### src/design/cnsp_pkg.sv
`default_nettype none
package cnsp_pkg;

    typedef enum logic [2:0] {
        PH_HEADER  = 3'd0,
        PH_NAME    = 3'd1,
        PH_NAMEPAD = 3'd2,
        PH_DATA    = 3'd3,
        PH_DATAPAD = 3'd4,
        PH_END     = 3'd5
    } t_phase;

    typedef enum logic [1:0] {
        KIND_HEADER = 2'd0,
        KIND_NAME   = 2'd1,
        KIND_DATA   = 2'd2,
        KIND_ERROR  = 2'd3
    } t_kind;

    typedef struct packed {
        t_kind       kind;
        logic [7:0]  payload_byte;
        logic [31:0] name_length;
        logic [31:0] file_length;
        logic        last;
        logic        is_trailer;
    } t_result;

    localparam logic [31:0] HDR_LAST   = 32'd109;
    localparam logic [31:0] FSIZE_AT   = 32'd54;
    localparam logic [31:0] NSIZE_AT   = 32'd94;
    localparam logic [31:0] HEX_DIGITS = 32'd8;
    localparam logic [31:0] MAGIC_LEN  = 32'd6;
    localparam logic [31:0] TRAIL_LEN  = 32'd10;

    function automatic logic [3:0] hex_value(input logic [7:0] c);
        logic [3:0] v;
        v = 4'd0;
        if (c >= 8'h30 && c <= 8'h39) begin
            v = 4'(c - 8'h30);
        end else if (c >= 8'h61 && c <= 8'h66) begin
            v = 4'(c - 8'h57);
        end else if (c >= 8'h41 && c <= 8'h46) begin
            v = 4'(c - 8'h37);
        end
        return v;
    endfunction

    // "070701"
    function automatic logic [7:0] magic_char(input logic [2:0] idx);
        logic [7:0] c;
        unique case (idx)
            3'd0: c = 8'h30;
            3'd1: c = 8'h37;
            3'd2: c = 8'h30;
            3'd3: c = 8'h37;
            3'd4: c = 8'h30;
            3'd5: c = 8'h31;
            default: c = 8'h00;
        endcase
        return c;
    endfunction

    // "TRAILER!!!"
    function automatic logic [7:0] trail_char(input logic [3:0] idx);
        logic [7:0] c;
        unique case (idx)
            4'd0: c = 8'h54;
            4'd1: c = 8'h52;
            4'd2: c = 8'h41;
            4'd3: c = 8'h49;
            4'd4: c = 8'h4C;
            4'd5: c = 8'h45;
            4'd6: c = 8'h52;
            4'd7: c = 8'h21;
            4'd8: c = 8'h21;
            4'd9: c = 8'h21;
            default: c = 8'h00;
        endcase
        return c;
    endfunction

endpackage
`default_nettype wire

### src/design/cnsp_parse.sv
`default_nettype none
module cnsp_parse import cnsp_pkg::*; (
    input  wire logic       i_clk,
    input  wire logic       i_rst_n,
    input  wire logic       i_step,
    input  wire logic [7:0] i_byte,
    input  wire logic       i_restart,
    output logic            o_has_result,
    output t_result         o_result
);

    t_phase      r_phase, n_phase;
    logic [31:0] r_count, n_count;
    logic [31:0] r_nsize, n_nsize;
    logic [31:0] r_fsize, n_fsize;
    logic        r_tmatch, n_tmatch;
    logic [1:0]  r_align, n_align;

    // state as seen by this byte, after an optional restart
    t_phase      c_phase;
    logic [31:0] c_count;
    logic [31:0] c_nsize;
    logic [31:0] c_fsize;
    logic        c_tmatch;
    logic [1:0]  c_align;

    logic [32:0] count_inc;
    logic [1:0]  align_inc;
    logic        magic_bad;
    logic        in_fsize;
    logic        in_nsize;
    logic [31:0] fsize_upd;
    logic [31:0] nsize_upd;
    logic        tmatch_upd;
    logic        name_done;
    logic        data_done;
    logic        trailer_hit;
    logic [3:0]  hex;

    assign c_phase  = i_restart ? PH_HEADER : r_phase;
    assign c_count  = i_restart ? 32'd0 : r_count;
    assign c_nsize  = i_restart ? 32'd0 : r_nsize;
    assign c_fsize  = i_restart ? 32'd0 : r_fsize;
    assign c_tmatch = i_restart ? 1'b1 : r_tmatch;
    assign c_align  = i_restart ? 2'd0 : r_align;

    assign count_inc = {1'b0, c_count} + 33'd1;
    assign align_inc = c_align + 2'd1;
    assign hex       = hex_value(i_byte);

    assign magic_bad = (c_count < MAGIC_LEN) && (i_byte != magic_char(c_count[2:0]));
    assign in_fsize  = (c_count >= FSIZE_AT) && (c_count < FSIZE_AT + HEX_DIGITS);
    assign in_nsize  = (c_count >= NSIZE_AT) && (c_count < NSIZE_AT + HEX_DIGITS);
    assign fsize_upd = in_fsize ? {c_fsize[27:0], hex} : c_fsize;
    assign nsize_upd = in_nsize ? {c_nsize[27:0], hex} : c_nsize;

    assign tmatch_upd  = c_tmatch &&
                         !((c_count < TRAIL_LEN) && (i_byte != trail_char(c_count[3:0])));
    assign name_done   = count_inc >= {1'b0, c_nsize};
    assign data_done   = count_inc >= {1'b0, c_fsize};
    assign trailer_hit = tmatch_upd && (c_nsize >= TRAIL_LEN);

    // next state
    always_comb begin
        n_phase  = c_phase;
        n_count  = c_count;
        n_nsize  = c_nsize;
        n_fsize  = c_fsize;
        n_tmatch = c_tmatch;
        n_align  = c_align;
        unique case (c_phase)
            PH_HEADER: begin
                n_align = align_inc;
                if (magic_bad) begin
                    n_phase = PH_END;
                end else begin
                    n_fsize = fsize_upd;
                    n_nsize = nsize_upd;
                    if (c_count != HDR_LAST) begin
                        n_count = count_inc[31:0];
                    end else begin
                        n_tmatch = 1'b1;
                        n_count  = 32'd0;
                        if (nsize_upd != 32'd0) begin
                            n_phase = PH_NAME;
                        end else if (align_inc != 2'd0) begin
                            n_phase = PH_NAMEPAD;
                        end else begin
                            n_phase = (fsize_upd == 32'd0) ? PH_HEADER : PH_DATA;
                        end
                    end
                end
            end
            PH_NAME: begin
                n_align  = align_inc;
                n_tmatch = tmatch_upd;
                if (name_done) begin
                    n_count = 32'd0;
                    if (trailer_hit) begin
                        n_phase = PH_END;
                    end else if (align_inc != 2'd0) begin
                        n_phase = PH_NAMEPAD;
                    end else begin
                        n_phase = (c_fsize == 32'd0) ? PH_HEADER : PH_DATA;
                    end
                end else begin
                    n_count = count_inc[31:0];
                end
            end
            PH_NAMEPAD: begin
                n_align = align_inc;
                if (align_inc == 2'd0) begin
                    n_count = 32'd0;
                    n_phase = (c_fsize == 32'd0) ? PH_HEADER : PH_DATA;
                end
            end
            PH_DATA: begin
                n_align = align_inc;
                if (data_done) begin
                    n_count = 32'd0;
                    n_phase = (align_inc == 2'd0) ? PH_HEADER : PH_DATAPAD;
                end else begin
                    n_count = count_inc[31:0];
                end
            end
            PH_DATAPAD: begin
                n_align = align_inc;
                if (align_inc == 2'd0) begin
                    n_count = 32'd0;
                    n_phase = PH_HEADER;
                end
            end
            default: begin
                n_phase = c_phase;
            end
        endcase
    end

    // result
    always_comb begin
        o_has_result = 1'b0;
        o_result     = '0;
        unique case (c_phase)
            PH_HEADER: begin
                if (magic_bad) begin
                    o_has_result  = 1'b1;
                    o_result.kind = KIND_ERROR;
                end else if (c_count == HDR_LAST) begin
                    o_has_result         = 1'b1;
                    o_result.kind        = KIND_HEADER;
                    o_result.name_length = nsize_upd;
                    o_result.file_length = fsize_upd;
                end
            end
            PH_NAME: begin
                o_has_result          = 1'b1;
                o_result.kind         = KIND_NAME;
                o_result.payload_byte = i_byte;
                o_result.last         = name_done;
                o_result.is_trailer   = name_done && trailer_hit;
            end
            PH_DATA: begin
                o_has_result          = 1'b1;
                o_result.kind         = KIND_DATA;
                o_result.payload_byte = i_byte;
                o_result.last         = data_done;
            end
            default: begin
                o_has_result = 1'b0;
            end
        endcase
    end

    always_ff @(posedge i_clk) begin
        if (!i_rst_n) begin
            r_phase  <= PH_HEADER;
            r_count  <= 32'd0;
            r_nsize  <= 32'd0;
            r_fsize  <= 32'd0;
            r_tmatch <= 1'b1;
            r_align  <= 2'd0;
        end else if (i_step) begin
            r_phase  <= n_phase;
            r_count  <= n_count;
            r_nsize  <= n_nsize;
            r_fsize  <= n_fsize;
            r_tmatch <= n_tmatch;
            r_align  <= n_align;
        end
    end

endmodule
`default_nettype wire

### src/design/cpio_newc_stream_parser.sv
// Path: an accepted word is captured in the input register, then parsed and captured in the output register.
// Throughput: one archive byte per cycle, sustained while the output side takes results.
// Rate is set by the input register -> parse logic -> output register path.
// Reset: synchronous, active low; empties both registers and returns the parser to
// the start of an archive header.
`default_nettype none
module cpio_newc_stream_parser import cnsp_pkg::*; (
    input  wire logic        i_clk,
    input  wire logic        i_rst_n,
    input  wire logic        i_in_valid,
    output logic             o_in_ready,
    input  wire logic [7:0]  i_archive_byte,
    input  wire logic        i_restart,
    output logic             o_out_valid,
    input  wire logic        i_out_ready,
    output logic [1:0]       o_kind,
    output logic [7:0]       o_payload_byte,
    output logic [31:0]      o_name_length,
    output logic [31:0]      o_file_length,
    output logic             o_last,
    output logic             o_is_trailer
);

    logic       r_in_valid;
    logic [7:0] r_in_byte;
    logic       r_in_restart;
    logic       r_out_valid;
    t_result    r_out;

    logic       out_free;
    logic       step;
    logic       has_result;
    t_result    result;

    assign out_free   = !r_out_valid || i_out_ready;
    assign step       = r_in_valid && out_free;
    assign o_in_ready = !r_in_valid || out_free;

    cnsp_parse u_parse (
        .i_clk        (i_clk),
        .i_rst_n      (i_rst_n),
        .i_step       (step),
        .i_byte       (r_in_byte),
        .i_restart    (r_in_restart),
        .o_has_result (has_result),
        .o_result     (result)
    );

    always_ff @(posedge i_clk) begin
        if (!i_rst_n) begin
            r_in_valid <= 1'b0;
        end else if (o_in_ready) begin
            r_in_valid <= i_in_valid;
        end
    end

    always_ff @(posedge i_clk) begin
        if (i_in_valid && o_in_ready) begin
            r_in_byte    <= i_archive_byte;
            r_in_restart <= i_restart;
        end
    end

    always_ff @(posedge i_clk) begin
        if (!i_rst_n) begin
            r_out_valid <= 1'b0;
        end else if (out_free) begin
            r_out_valid <= step && has_result;
        end
    end

    always_ff @(posedge i_clk) begin
        if (out_free && step && has_result) begin
            r_out <= result;
        end
    end

    assign o_out_valid    = r_out_valid;
    assign o_kind         = r_out.kind;
    assign o_payload_byte = r_out.payload_byte;
    assign o_name_length  = r_out.name_length;
    assign o_file_length  = r_out.file_length;
    assign o_last         = r_out.last;
    assign o_is_trailer   = r_out.is_trailer;

endmodule
`default_nettype wire

### config.mk
export PLATFORM = sky130hd
export DESIGN_NAME = cpio_newc_stream_parser
export DESIGN_NICKNAME = d
export VERILOG_FILES = /design/src/design/cnsp_pkg.sv /design/src/design/cnsp_parse.sv /design/src/design/cpio_newc_stream_parser.sv
export SDC_FILE = /design/constraint.sdc
export NUM_CORES = 1
export LEC_CHECK = 0
export ABC_AREA = 1
export BUFFER_PORTS_ARGS = -buffer_cell sky130_fd_sc_hd__clkbuf_2
export CAP_MARGIN = 40
export CORE_MARGIN = 5
export CORE_UTILIZATION = 30
export CTS_BUF_LIST = sky130_fd_sc_hd__clkbuf_16
export DETAILED_ROUTE_END_ITERATION = 10
export SYNTH_ARGS = -nofsm -noshare
export SYNTH_HDL_FRONTEND = slang
export SYNTH_HIERARCHICAL = 1
export SYNTH_SLANG_ARGS = --single-unit
### constraint.sdc
create_clock -name i_clk -period 7.26 [get_ports i_clk]
set_input_delay 0.363 -clock i_clk [delete_from_list [all_inputs] [get_ports i_clk]]
set_output_delay 0.363 -clock i_clk [all_outputs]
set_load 0.02 [all_outputs]
## Yosys cells after proc, flatten, opt, wreduce, memory -nomap -nowiden

Memories as Yosys holds them, arrays and structs flattened.
Index checks and enable logic that the tools add are counted.
W data, S select, Z words.

| cells by class | value |
|---|---|
| eq/ne operators | 13 |
| magnitude comparators | 15 |
| multiplexer cells | 46 |
| add/subtract/negate cells | 5 |
| reduce and logical (&&, ||, !) cells | 33 |
| bitwise gates (word level) | 2 |

Operator list:

| cell | count |
|---|---|
| $mux W32 | 14 |
| $pmux W32 S4 | 1 |
| $ge A33 B32 Y1 | 2 |
| $logic_not A32 Y1 | 2 |
| $mux W3 | 12 |
| $add A32 B1 Y33 const B | 1 |
| $eq A32 B7 Y1 const B | 1 |
| $ge A32 B4 Y1 const B | 1 |
| $ge A32 B6 Y1 const B | 1 |
| $ge A32 B7 Y1 const B | 1 |
| $lt A32 B3 Y1 const B | 1 |
| $lt A32 B4 Y1 const B | 1 |
| $lt A32 B6 Y1 const B | 1 |
| $lt A32 B7 Y1 const B | 1 |
| $ne A32 B7 Y1 const B | 1 |
| $reduce_bool A32 Y1 | 1 |
| $pmux W6 S3 | 1 |
| $ge A8 B7 Y1 const B | 2 |
| $le A8 B7 Y1 const B | 2 |
| $logic_and A1 B1 Y1 | 15 |
| $pmux W3 S5 | 1 |
| $eq A3 B2 Y1 const B | 4 |
| $mux W4 | 3 |
| $mux W2 | 5 |
| 21 further kinds | 39 |

| storage, ports and cells | value |
|---|---|
| memories | 1 |
| output and inout bits | 78 |
| flip-flop bits (word level) | 189 |
| memory bits (read-only) | 112 |
| bits of input ports | 13 |

Memories:

| name | depth | bits a word | read ports | clocked after memory_dff | write ports | line | text |
|---|---|---|---|---|---|---|---|
| (name not given) | 16 | 7 | 1 | 0 | 0 | cnsp_pkg.sv:67 | `unique case (idx)` |

## Logic depth before layout (Yosys ltp)

Gate-level depths: netlist of run 1.

| depth | value |
|---|---|
| depth in word-level cells | 13 |
| depth in mapped cells | 34 |
| mapped depth without buffers | 31 |

## Modules after synthesis

The synthesis of run 1 kept the hierarchy.

Modules (own cells, without submodules):

| module | cells each | seq. area each (um^2) | area an instance (um^2) | times used |
|---|---|---|---|---|
| cnsp_parse | 1,844 | 2,042.0 | 10,438.8 | 1 |
| cpio_newc_stream_parser | 102 | 2,592.5 | 2,660.1 | 1 |

## Worst setup path before layout of run 1

OpenSTA, ideal clock, no wires.

| path | value |
|---|---|
| path type | flip-flop to flip-flop |
| start point | reg r_in_restart |
| end point | reg r_out, in the netlist o_file_length[0], enable pin |
| cell stages (with the launch flop) | 18 |
| slack | -0.639 ns |
| required time | 6.657 ns |
| buffers on the path | 3 |
| arrival | 7.296 ns |
| clock period less this slack | 7.899 ns |
| cells stage by stage | edfxtp_1 > inv_2 > buf_6 > buf_6 > nand2_1 > nand4_1 > inv_1 > nand2_1 > nor2_4 > inv_1 > nor4_1 > nand2_1 > inv_1 > nand2_1 > clkbuf_1 > nand3b_1 > inv_1 > nor3_1 |

| on the way | value |
|---|---|
| cells in the longest elaborated chain, start to end | 9 |
| elaborated cells on any way between the ends | 23 |

RTL lines:

| what | line | text |
|---|---|---|
| start: declaration | cpio_newc_stream_parser.sv:26 | `logic r_in_restart;` |
| start signal: assignment | cpio_newc_stream_parser.sv:60 | `r_in_restart <= i_restart;` |
| parallel branches: the longest is 7 deep, another holds $lt A32 B3 Y1 | n/a |  |
| $pmux W1 S2 * | cnsp_parse.sv:143 | `unique case (c_phase)` |
| net has_result | cpio_newc_stream_parser.sv:32 | `logic has_result;` |
| $logic_and A1 B1 Y1 * | cpio_newc_stream_parser.sv:73 | `if (out_free && step && has_result) begin` |
| end signal: assignment | cpio_newc_stream_parser.sv:74 | `r_out <= result;` |
| end: declaration | cpio_newc_stream_parser.sv:28 | `t_result r_out;` |

Mark *: on every way through the listed nets, which the timed path passes.
A chain may end at the register's enable or synchronous reset.

## Worst setup path after layout of run 1

| path | value |
|---|---|
| start point | reg r_in_restart |
| end point | reg u_parse.r_count[24] |

| on the way | value |
|---|---|
| cells in the longest elaborated chain, start to end | 8 |
| elaborated cells on any way between the ends | 35 |

RTL lines:

| what | line | text |
|---|---|---|
| parallel branches: the longest is 7 deep, another holds $add A32 B1 Y33 | n/a |  |
| $pmux W32 S4 * | cnsp_parse.sv:71 | `unique case (c_phase)` |
| end signal: assignment | cnsp_parse.sv:184 | `r_count <= n_count;` |
| end: declaration | cnsp_parse.sv:13 | `logic [31:0] r_count, n_count;` |

Every way passes the cells marked *.

==> impl_metrics.json, run 1 <==
{
  "main_combinational_cell_family_by_area_after_synthesis": "simple AND/OR/NAND/NOR gates",
  "setup-tns-final_ns": 0,
  "synthAdderAreaFrac": 0.06591,
  "avgSynthCellArea_sq_um": 6.731,
  "via_count": 13491,
  "floorplan.initialDensity": 0.3034,
  "critical_path_start_type": "flop",
  "run_status": "complete, no violations",
  "dp.final_hpwl_um": 34490,
  "port_buffers": 90,
  "critPathMaxFanout": 25,
  "data_arrival_at_the_endpoint_of_the_critical_path_ns": 6.66,
  "route.detailed.vias_per_inst": 5.221,
  "critical_path_class": "flop to flop",
  "syn2layout_area_growth_pct": 12.70,
  "ctsLongestPathBuffers": 2,
  "worst_skew_pair.late_latency_ns": 0.48,
  "syn-instance-count": 1946,
  "initial_drt_markers": 1457,
  "ys_warn_count": 6,
  "yosys.area.top_type": "sky130_fd_sc_hd__edfxtp_1",
  "vdd_drop_max_mv": 0.1789,
  "final.period_utilization": 0.8619,
  "post_cts.repair.setup_buffers": 0,
  "power.density_mw_per_mm2": 183.2,
  "post-synth-top-area-fraction": 0.1949,
  "synth_area_sq_mm": 0.01310,
  "route.layer.met1.wl_um": 20240,
  "routed_wire_length_per_instance_um": 18.28,
  "fmax_ghz": 0.1598,
  "clockRootBuffer": "sky130_fd_sc_hd__clkbuf_16",
  "grt_setup_unrepaired": "no",
  "postSynthRegisterBits": 189,
  "grt_start_max_net_pins": 78,
  "synth_compound_area_frac": 0.1664,
  "period_minus_slack_ns": 6.258,
  "synth-simple-area-share": 0.2971,
  "drive_gt1_frac": 0.08454,
  "post_cts.resized_instances": 0,
  "max-slew-margin-rel": 0.3287,
  "timing.final.max_slew_violations": 0,
  "design.core.area_sq_mm": 0.04317,
  "dieArea_sq_mm": 0.04794,
  "dominantRegCellSynth": "sky130_fd_sc_hd__dfxtp_1",
  "remaining_drc_errors": 0,
  "clk_pin_slew_worst_paths_ns": 0.07,
  "fp-row-count": 76,
  "antenna_found_initial": 0,
  "totalWireLength_um": 47230,
  "antenna_cells": 0,
  "required_ns": 7.66,
  "met3_wirelength_um": 3212,
  "max-cap-violations": 0,
  "clock_skew_ns": 0.02021,
  "grtUsageTotal": 0.1954,
  "synth-async-reset-ratio": 0,
  "worst_pin_slew_ns": 0.9998,
  "floorplan.die.width_um": 219.0,
  "final_antenna_net_count": 0,
  "first_global_vias": 12933,
  "final_global_route_overflow_total": 0,
  "fraction_of_synthesized_area_in_multiplexers": 0,
  "synth_cell_type_count": 47,
  "wl_met2_um": 22140,
  "finalNetCount": 2068,
  "setup.worst_path.end_class": "flop",
  "gp_routability_congestion": 0.9837,
  "io_pins": 91,
  "top_signal_layer_used": "met4",
  "fp.dieH_um": 219.0,
  "tritoncts_clock_tree": "built",
  "hold_violations": 0,
  "report.final.setup_viol": 0,
  "cts_buffers": 17,
  "first_pass_iters": 8,
  "grt_first_pass_wirelength_um": 73450,
  "area_contributors_post_synth": "sky130_fd_sc_hd__edfxtp_1 19%, sky130_fd_sc_hd__dfxtp_1 16%, sky130_fd_sc_hd__nand2_1 16%, sky130_fd_sc_hd__a21oi_1 7.3%, sky130_fd_sc_hd__ha_1 6.6%",
  "clock_sink_count": 189,
  "htreeDepth": 4,
  "hold_path_class": "input pin to flop",
  "syn_nets": 2028,
  "synth-xor-area-share": 0.02006,
  "p_leak_uw": 0.006761,
  "hold_slack_ns": 0.06596,
  "holdBufCountCts": 0,
  "synth_seq_area_share": 0.3538,
  "number_of_enable_flip_flop_cells_after_synthesis": 85
}
## cell usage after synthesis, types with 2 or more instances
cell                         n
sky130_fd_sc_hd__nand2_1   551
sky130_fd_sc_hd__nor2_1    225
sky130_fd_sc_hd__inv_1     219
sky130_fd_sc_hd__a21oi_1   191
sky130_fd_sc_hd__o21ai_0   127
sky130_fd_sc_hd__dfxtp_1   104
sky130_fd_sc_hd__edfxtp_1   85
sky130_fd_sc_hd__ha_1       69
sky130_fd_sc_hd__clkbuf_1   66
sky130_fd_sc_hd__nand3_1    62
sky130_fd_sc_hd__nand4_1    46
sky130_fd_sc_hd__xor2_1     27
sky130_fd_sc_hd__nor3_1     23
sky130_fd_sc_hd__a221oi_1   20
sky130_fd_sc_hd__o21ai_1    19
sky130_fd_sc_hd__o211ai_1   17
sky130_fd_sc_hd__buf_2      14
sky130_fd_sc_hd__a211oi_1   10
sky130_fd_sc_hd__buf_6       7
sky130_fd_sc_hd__nand2_2     7
sky130_fd_sc_hd__nor4_1      7
sky130_fd_sc_hd__buf_1       5
sky130_fd_sc_hd__nand3b_1    5
sky130_fd_sc_hd__o221ai_1    4
sky130_fd_sc_hd__a31oi_1     3
sky130_fd_sc_hd__clkinv_1    3
sky130_fd_sc_hd__o22ai_1     3
sky130_fd_sc_hd__xnor2_1     3
sky130_fd_sc_hd__a21o_1      2
sky130_fd_sc_hd__buf_4       2
sky130_fd_sc_hd__nor2_2      2
sky130_fd_sc_hd__nor3b_1     2
sky130_fd_sc_hd__or2_2       2
## routing by layer
metal / vias to the layer above / track usage
li1: 6516 / -
met1: 6359 / 0.2528
met2: 512 / 0.3276
met3: 104 / 0.03269
met4: 0 / 0.07431
met5: - / 0
## cell families (layout without fill, tap and decap cells)
family,after synthesis,after routing
AO/OA/AOI/OAI,399,399
XOR/XNOR,30,30
adder cells (fa/ha/maj),69,69
buffers and inverters,317,370
flip-flops,189,189
AND/OR/NAND/NOR,942,942
## cells in the final DEF, fill, tap and decap left out, types with 5 or more instances in the layout
master | synthesis | routed
sky130_fd_sc_hd__nor3_1 | 23 | 22
sky130_fd_sc_hd__dfxtp_1 | 104 | 104
sky130_fd_sc_hd__buf_4 | 2 | 19
sky130_fd_sc_hd__o21ai_0 | 127 | 127
sky130_fd_sc_hd__clkbuf_16 | 0 | 17
sky130_fd_sc_hd__o21ai_1 | 19 | 19
sky130_fd_sc_hd__clkbuf_2 | 0 | 90
sky130_fd_sc_hd__edfxtp_1 | 85 | 85
sky130_fd_sc_hd__nand4_1 | 46 | 46
sky130_fd_sc_hd__a221oi_1 | 20 | 20
sky130_fd_sc_hd__nor4_1 | 7 | 7
sky130_fd_sc_hd__nand2_1 | 551 | 550
sky130_fd_sc_hd__a211oi_1 | 10 | 10
sky130_fd_sc_hd__inv_1 | 219 | 220
sky130_fd_sc_hd__o211ai_1 | 17 | 17
sky130_fd_sc_hd__nand3_1 | 62 | 62
sky130_fd_sc_hd__xor2_1 | 27 | 27
sky130_fd_sc_hd__nor2_1 | 225 | 222
sky130_fd_sc_hd__bufinv_16 | 0 | 5
sky130_fd_sc_hd__ha_1 | 69 | 69
sky130_fd_sc_hd__a21oi_1 | 191 | 191
sky130_fd_sc_hd__nand2_2 | 7 | 8
sky130_fd_sc_hd__nand3b_1 | 5 | 5
## worst max-delay path, cell delays in order, from the launching register on
cell                       delay [ns]
sky130_fd_sc_hd__edfxtp_1        0.70
sky130_fd_sc_hd__nor2_1          0.70
sky130_fd_sc_hd__ha_1            0.39
sky130_fd_sc_hd__nand2_1         0.10
sky130_fd_sc_hd__nor2_1          0.12
sky130_fd_sc_hd__nand3_1         0.24
sky130_fd_sc_hd__nor3b_1         0.44
sky130_fd_sc_hd__nand3_1         0.19
sky130_fd_sc_hd__nor2_1          0.27
sky130_fd_sc_hd__xor2_1          0.52
sky130_fd_sc_hd__ha_1            0.36
sky130_fd_sc_hd__a21oi_1         0.16
sky130_fd_sc_hd__nor2_1          0.06
sky130_fd_sc_hd__a211oi_1        0.24
sky130_fd_sc_hd__nor3_1          0.11
sky130_fd_sc_hd__nor2_1          0.31
sky130_fd_sc_hd__and2_1          0.23
sky130_fd_sc_hd__nand2_1         0.10
sky130_fd_sc_hd__nand2_1         0.20
sky130_fd_sc_hd__buf_4           0.36
sky130_fd_sc_hd__nand2_1         0.10
sky130_fd_sc_hd__nand2_1         0.09
sky130_fd_sc_hd__nand2_1         0.05
sky130_fd_sc_hd__a21oi_1         0.11
## report_power, final
part / switching (uW) / internal (uW) / total, uW
registers: 26.3 / 1170 / 1190
clock network: 459 / 612 / 1070
logic: 318 / 123 / 441
total: 803 / 1900 / 2700
## final timing paths
check,slack (ns),start,depth (start not counted),endpoint
max,1.00,r_in_restart,23,u_parse/r_count[24]
max reg2reg,1.00,r_in_restart,23,u_parse/r_count[24]
min reg2reg,0.47,u_parse/r_count[22],2,u_parse/r_count[22]
min,0.07,i_archive_byte[5],1,r_in_byte[5]
## layout make-up
cell class	instances	area, sq um
fill	4684	28410
multi-input combinational	1440	7228
sequential	189	4634
inverter	223	838.3
tap	585	732.0
timing repair buffer	115	685.7
clock buffer	17	425.4
clock inverter	15	219.0
## sequential cells by signal, indices dropped and copies added, names as in the netlist, 2 cells and up
signal,count
o_file_length,32
u_parse/r_nsize,32
o_kind,2
u_parse/r_count,32
u_parse/r_align,2
r_in_byte,8
o_name_length,32
u_parse/r_phase,3
o_payload_byte,8
u_parse/r_fsize,32
## per-stage QoR
step                      utilization  std cells  setup WS (ns)  cell area, sq um  total power, uW
after floorplan                     -       1946          1.657             13100             1508
after global placement         0.3250       2545          1.293             14030             1642
after detailed placement       0.3270       2552          1.052             14120             1652
after CTS                      0.3420       2584          1.010             14760             2728
after global routing           0.3420       2584         0.5800             14760             2817
final                          0.3420       2584          1.002             14760             2704
No activity file was read; power rests on OpenSTA's default activity.
==> inputs of run 2 (changes only) <==
--- a/config.mk
+++ b/config.mk
@@ -12,6 +12,7 @@
 export CORE_UTILIZATION = 30
 export CTS_BUF_LIST = sky130_fd_sc_hd__clkbuf_16
 export DETAILED_ROUTE_END_ITERATION = 10
+export RECOVER_POWER = 100
 export SYNTH_ARGS = -nofsm -noshare
 export SYNTH_HDL_FRONTEND = slang
 export SYNTH_HIERARCHICAL = 1
==> impl_metrics.json, run 2 (synthesis results as in run 1) <==
{
  "worst_path_most_repeated_cell": "sky130_fd_sc_hd__inv_1",
  "remaining_drc_errors": 0,
  "totalWireLength_um": 47290,
  "worst_hold_startpoint": "i_archive_byte[5]",
  "grt_setup_unrepaired": "no",
  "clk_pin_slew_worst_paths_ns": 0.07,
  "dieArea_sq_mm": 0.04794,
  "fp.dieH_um": 219.0,
  "max-slew-margin-rel": -0.8159,
  "max-cap-violations": 1,
  "initial_drt_markers": 1402,
  "postLayoutSetupSlackWorst_ns": 0.7570,
  "clock_skew_ns": 0.02018,
  "cts_buffers": 17,
  "dp.final_hpwl_um": 34490,
  "reg2reg_to": "u_parse/r_fsize[11]",
  "p_leak_uw": 0.006501,
  "port_buffers": 90,
  "multiInputGateArea_sq_mm": 0.007202,
  "first_global_vias": 12933,
  "critical-path-max-stage-delay_ns": 0.92,
  "period_minus_slack_ns": 6.503,
  "route.detailed.vias_per_inst": 5.211,
  "register_to_register_path_depth": 16,
  "critical_path.cell_chain": "inv_2 > buf_4 > nand2_1 > nand4_1 > inv_1 > nand2_1 > nor2_1 > inv_1 > nor4_1 > nand2_1 > inv_1 > nor2_1 > inv_1 > clkbuf_2 > a21oi_1 > a221oi_1",
  "timing.final.max_slew_violations": 59,
  "pwr-share-comb": 0.161,
  "syn2layout_area_growth_pct": 11.62,
  "path_buf_inv": 7,
  "grt_start_max_net_pins": 78,
  "design.core.area_sq_mm": 0.04317,
  "antenna_found_initial": 0,
  "setup.worst_path.end_class": "flop",
  "final.period_utilization": 0.8957,
  "setup-tns-final_ns": 0,
  "hold-path-endpoint": "r_in_byte[5]",
  "power.density_mw_per_mm2": 184.5,
  "worst_pin_slew_ns": 2.724,
  "first_pass_iters": 6,
  "io_pins": 91,
  "drive_gt1_frac": 0.04052,
  "hold_path_class": "input pin to flop",
  "finalCoreUtilization": 0.3387,
  "register_area_sq_mm": 0.004634,
  "power_frac_seq": 0.442,
  "layout_commonest_cell": "sky130_fd_sc_hd__nand2_1",
  "floorplan.initialDensity": 0.3034,
  "final_global_route_overflow_total": 0,
  "r2r_start": "r_in_restart",
  "swShare": 0.2976,
  "final_antenna_net_count": 0,
  "antenna_cells": 0,
  "fmax_ghz": 0.1538,
  "finalNetCount": 2068,
  "routed_wire_length_per_instance_um": 18.30,
  "required_ns": 7.60,
  "grt_first_pass_wirelength_um": 73450,
  "post_cts.resized_instances": 0,
  "timing.hold.worst_path_depth": 1,
  "report.final.setup_viol": 0,
  "critical_path_class": "flop to flop",
  "floorplan.die.width_um": 219.0,
  "data_arrival_at_the_endpoint_of_the_critical_path_ns": 6.85,
  "net-switching-power_uw": 802.7,
  "hold_violations": 0,
  "holdBufCountCts": 0,
  "post_cts.repair.setup_buffers": 0,
  "critPathMaxFanout": 71,
  "layout_common_cells": "550 x sky130_fd_sc_hd__nand2_1, 224 x sky130_fd_sc_hd__nor2_1, 221 x sky130_fd_sc_hd__inv_1",
  "via_count": 13466,
  "ctsLongestPathBuffers": 2,
  "critPathTopFamily": "buffers and inverters",
  "power_frac_clock": 0.397,
  "vdd_drop_max_mv": 0.1774,
  "run_status": "finished with violations",
  "worst-r2r-setup-slack_ns": 0.76,
  "critical_path_start_type": "flop",
  "detailedPlace.worstSlack_ns": 1.052,
  "fillers": 4736,
  "tritoncts_clock_tree": "built",
  "internal-power_uw": 1895,
  "failing_checks": "max-capacitance violations, max-slew violations",
  "fp-row-count": 76,
  "htreeDepth": 4,
  "grtUsageTotal": 0.1954,
  "worst_skew_pair.late_latency_ns": 0.48,
  "gp_routability_congestion": 0.9837,
  "clock_sink_count": 189,
  "clockRootBuffer": "sky130_fd_sc_hd__clkbuf_16",
  "cell_with_the_largest_stage_delay_on_the_worst_path": "sky130_fd_sc_hd__clkbuf_2"
}
==> run 2: worst reg2reg max path: stages, from the launching register on <==
cell and delay (ns):
sky130_fd_sc_hd__edfxtp_1 0.83, sky130_fd_sc_hd__inv_2 0.45, sky130_fd_sc_hd__buf_4 0.51, sky130_fd_sc_hd__nand2_1 0.35, sky130_fd_sc_hd__nand4_1 0.17, sky130_fd_sc_hd__inv_1 0.08, sky130_fd_sc_hd__nand2_1 0.07, sky130_fd_sc_hd__nor2_1 0.72
sky130_fd_sc_hd__inv_1 0.15, sky130_fd_sc_hd__nor4_1 0.20, sky130_fd_sc_hd__nand2_1 0.37, sky130_fd_sc_hd__inv_1 0.22, sky130_fd_sc_hd__nor2_1 0.08, sky130_fd_sc_hd__inv_1 0.81, sky130_fd_sc_hd__clkbuf_2 0.93, sky130_fd_sc_hd__a21oi_1 0.16
sky130_fd_sc_hd__a221oi_1 0.28
==> run 2: power by group through the flow <==
stage | Combinational [uW] | Clock [uW] | Sequential (uW)
global placement | 426 | 0 | 1220
detailed placement | 435 | 0 | 1220
finish | 434 | 1070 | 1190
CTS | 438 | 1100 | 1190
floorplan | 267 | 0 | 1240
global route | 479 | 1130 | 1200
==> run 2: how the worst max path moves through the flow <==
stage,start,to,cells after the start
after floorplan,r_in_restart,o_file_length[0],17
after global placement,r_in_restart,u_parse/r_count[16],23
after detailed placement,r_in_restart,u_parse/r_count[8],23
after CTS,r_in_restart,u_parse/r_count[24],23
after global routing,r_in_restart,u_parse/r_count[28],27
final,r_in_restart,u_parse/r_fsize[11],16
==> run 2: routing by layer <==
layer | vias to the layer above | wire (um) | GRT usage | share of wire
met5 | - | 0 | 0 | 0
met4 | 0 | 1552 | 0.07431 | 0.033
met3 | 93 | 3003 | 0.03269 | 0.064
met2 | 509 | 22250 | 0.3276 | 0.47
met1 | 6354 | 20480 | 0.2528 | 0.43
li1 | 6510 | - | - | -
==> run 2: cell type report <==
cell class / count / share of cell area
sequential: 189 / 0.3170
multi-input combinational: 1440 / 0.4926
timing repair buffer: 115 / 0.03894
inverter: 223 / 0.05734
clock buffer: 17 / 0.02910
tap: 585 / 0.05006
clock inverter: 15 / 0.01498
==> run 2: through the flow <==
stage	hold WS, ns	instance area [sq um]	std cells	power [uW]
2_1_floorplan	0.4414	13100	1946	1508
3_3_place_gp	0.4538	14030	2545	1642
3_5_place_dp	0.4560	14120	2552	1652
4_1_cts	0.03861	14760	2584	2728
5_1_grt	0.05062	14620	2584	2810
6_report	0.06866	14620	2584	2697
==> inputs of run 3 (changes only) <==
--- a/config.mk
+++ b/config.mk
@@ -9,7 +9,7 @@
 export BUFFER_PORTS_ARGS = -buffer_cell sky130_fd_sc_hd__clkbuf_2
 export CAP_MARGIN = 40
 export CORE_MARGIN = 5
-export CORE_UTILIZATION = 30
+export CORE_UTILIZATION = 45
 export CTS_BUF_LIST = sky130_fd_sc_hd__clkbuf_16
 export DETAILED_ROUTE_END_ITERATION = 10
 export RECOVER_POWER = 100
==> constraint.sdc (replaced) <==
create_clock -name i_clk -period 7.85 [get_ports i_clk]
set_input_delay 0.3925 -clock i_clk [delete_from_list [all_inputs] [get_ports i_clk]]
set_output_delay 0.3925 -clock i_clk [all_outputs]
set_load 0.02 [all_outputs]
==> impl_metrics.json, run 3 (synthesis results as in run 1) <==
{
  "clock_sink_count": 189,
  "register_area_sq_mm": 0.004634,
  "failing_checks": "max-capacitance violations, max-slew violations",
  "final_global_route_overflow_total": 0,
  "timing.hold.worst_path_depth": 1,
  "dieArea_sq_mm": 0.03262,
  "critical_path_class": "flop to flop",
  "multiInputGateArea_sq_mm": 0.007207,
  "finalNetCount": 2065,
  "hold_violations": 0,
  "reg2reg_to": "u_parse/r_count[31]",
  "grtUsageTotal": 0.2686,
  "fillers": 3012,
  "period_minus_slack_ns": 6.610,
  "gp_routability_congestion": 1.002,
  "ctsLongestPathBuffers": 2,
  "dp.final_hpwl_um": 32660,
  "report.final.setup_viol": 0,
  "vdd_drop_max_mv": 0.1304,
  "worst_pin_slew_ns": 2.639,
  "htreeDepth": 4,
  "post_cts.resized_instances": 0,
  "layout_commonest_cell": "sky130_fd_sc_hd__nand2_1",
  "initial_drt_markers": 1606,
  "critical-path-max-stage-delay_ns": 0.87,
  "post_cts.repair.setup_buffers": 0,
  "p_leak_uw": 0.006497,
  "worst_hold_startpoint": "i_archive_byte[5]",
  "setup.worst_path.end_class": "flop",
  "timing.critical_path.from": "r_in_restart",
  "layout_common_cells": "550 x sky130_fd_sc_hd__nand2_1, 224 x sky130_fd_sc_hd__nor2_1, 220 x sky130_fd_sc_hd__inv_1",
  "r2r_start": "r_in_restart",
  "fmax_ghz": 0.1513,
  "max-cap-violations": 2,
  "power.density_mw_per_mm2": 171.8,
  "worst_skew_pair.late_latency_ns": 0.45,
  "final.period_utilization": 0.8421,
  "critical_path_start_type": "flop",
  "antenna_cells": 0,
  "holdBufCountCts": 0,
  "max-slew-margin-rel": -0.7593,
  "run_status": "finished with violations",
  "grt_setup_unrepaired": "no",
  "grt_start_max_net_pins": 77,
  "setup-tns-final_ns": 0,
  "routed_wire_length_per_instance_um": 18.90,
  "worst_path_most_repeated_cell": "sky130_fd_sc_hd__nand2_1",
  "syn2layout_area_growth_pct": 9.705,
  "required_ns": 8.23,
  "tritoncts_clock_tree": "built",
  "cts_buffers": 17,
  "timing.final.max_slew_violations": 102,
  "antenna_found_initial": 0,
  "totalWireLength_um": 44990,
  "first_global_vias": 12414,
  "port_buffers": 90,
  "clk_pin_slew_worst_paths_ns": 0.08,
  "remaining_drc_errors": 0,
  "critPathMaxFanout": 18,
  "first_pass_iters": 6,
  "floorplan.initialDensity": 0.4564,
  "grt_first_pass_wirelength_um": 70090,
  "drive_gt1_frac": 0.04058,
  "worst-r2r-setup-slack_ns": 1.24,
  "fp.dieH_um": 180.6,
  "clockRootBuffer": "sky130_fd_sc_hd__clkbuf_16",
  "clock_skew_ns": 0.01612,
  "cell_with_the_largest_stage_delay_on_the_worst_path": "sky130_fd_sc_hd__nor2_1",
  "fp-row-count": 62,
  "data_arrival_at_the_endpoint_of_the_critical_path_ns": 6.99,
  "hold-path-endpoint": "r_in_byte[5]",
  "hold_slack_ns": 0.1206,
  "io_pins": 91,
  "route.detailed.vias_per_inst": 5.614,
  "floorplan.die.width_um": 180.6,
  "via_count": 13361,
  "hold_path_class": "input pin to flop",
  "design.core.area_sq_mm": 0.02870,
  "register_to_register_path_depth": 32,
  "final_antenna_net_count": 0
}
-- run 3: power by group --
| part | internal, uW | switching, uW | leakage (uW) | total [uW] |
|---|---|---|---|---|
| Sequential | 1080 | 22.0 | 0.00167 | 1100 |
| Combinational | 107 | 289 | 0.00451 | 396 |
| Clock | 542 | 430 | 0.000313 | 973 |
-- run 3: through the flow --
step | instances | utilization | worst slack, ns | power (uW) | instance area [sq um]
global placement | 2342 | 0.4796 | 2.199 | 1511 | 13760
global route | 2380 | 0.5007 | 0.6951 | 2574 | 14370
floorplan | 1946 | - | 2.247 | 1395 | 13100
finish | 2380 | 0.5007 | 1.240 | 2469 | 14370
CTS | 2380 | 0.5054 | 1.984 | 2490 | 14510
detailed placement | 2348 | 0.4833 | 2.015 | 1521 | 13870
-- run 3: worst max path at each step --
| stage | end | slack, ns | cells past startpoint |
|---|---|---|---|
| 5_1_grt | u_parse/r_count[11] | 0.70 | 32 |
| 3_3_place_gp | u_parse/r_count[22] | 2.20 | 24 |
| 3_5_place_dp | u_parse/r_count[28] | 2.01 | 31 |
| 2_1_floorplan | o_file_length[0] | 2.25 | 17 |
| 4_1_cts | u_parse/r_count[31] | 1.98 | 32 |
| 6_report | u_parse/r_count[31] | 1.24 | 32 |
-- run 3: area by class of cell --
class	instances	share of cell area
clock inverter	15	0.01454
tap	384	0.03344
timing repair buffer	112	0.04005
inverter	223	0.05834
multi-input combinational	1440	0.5015
clock buffer	17	0.02960
sequential	189	0.3225
-- run 3: critical path: cells and delay by family, from the launching register on --
family | cells | cell delay, ns
compound gates | 1 | 0.11
fa+ha+maj | 2 | 0.68
simple gates | 24 | 4.21
flops | 1 | 0.51
buf+inv | 5 | 1.00
-- run 3: routing by layer --
metal | track usage | routed length (um) | share of wire | vias up
li1 | - | - | - | 6518
met1 | 0.3747 | 20030 | 0.45 | 6274
met2 | 0.4413 | 21020 | 0.47 | 512
met3 | 0.03492 | 3090 | 0.069 | 57
met4 | 0.07199 | 849 | 0.019 | 0
met5 | 0 | 0 | 0 | -
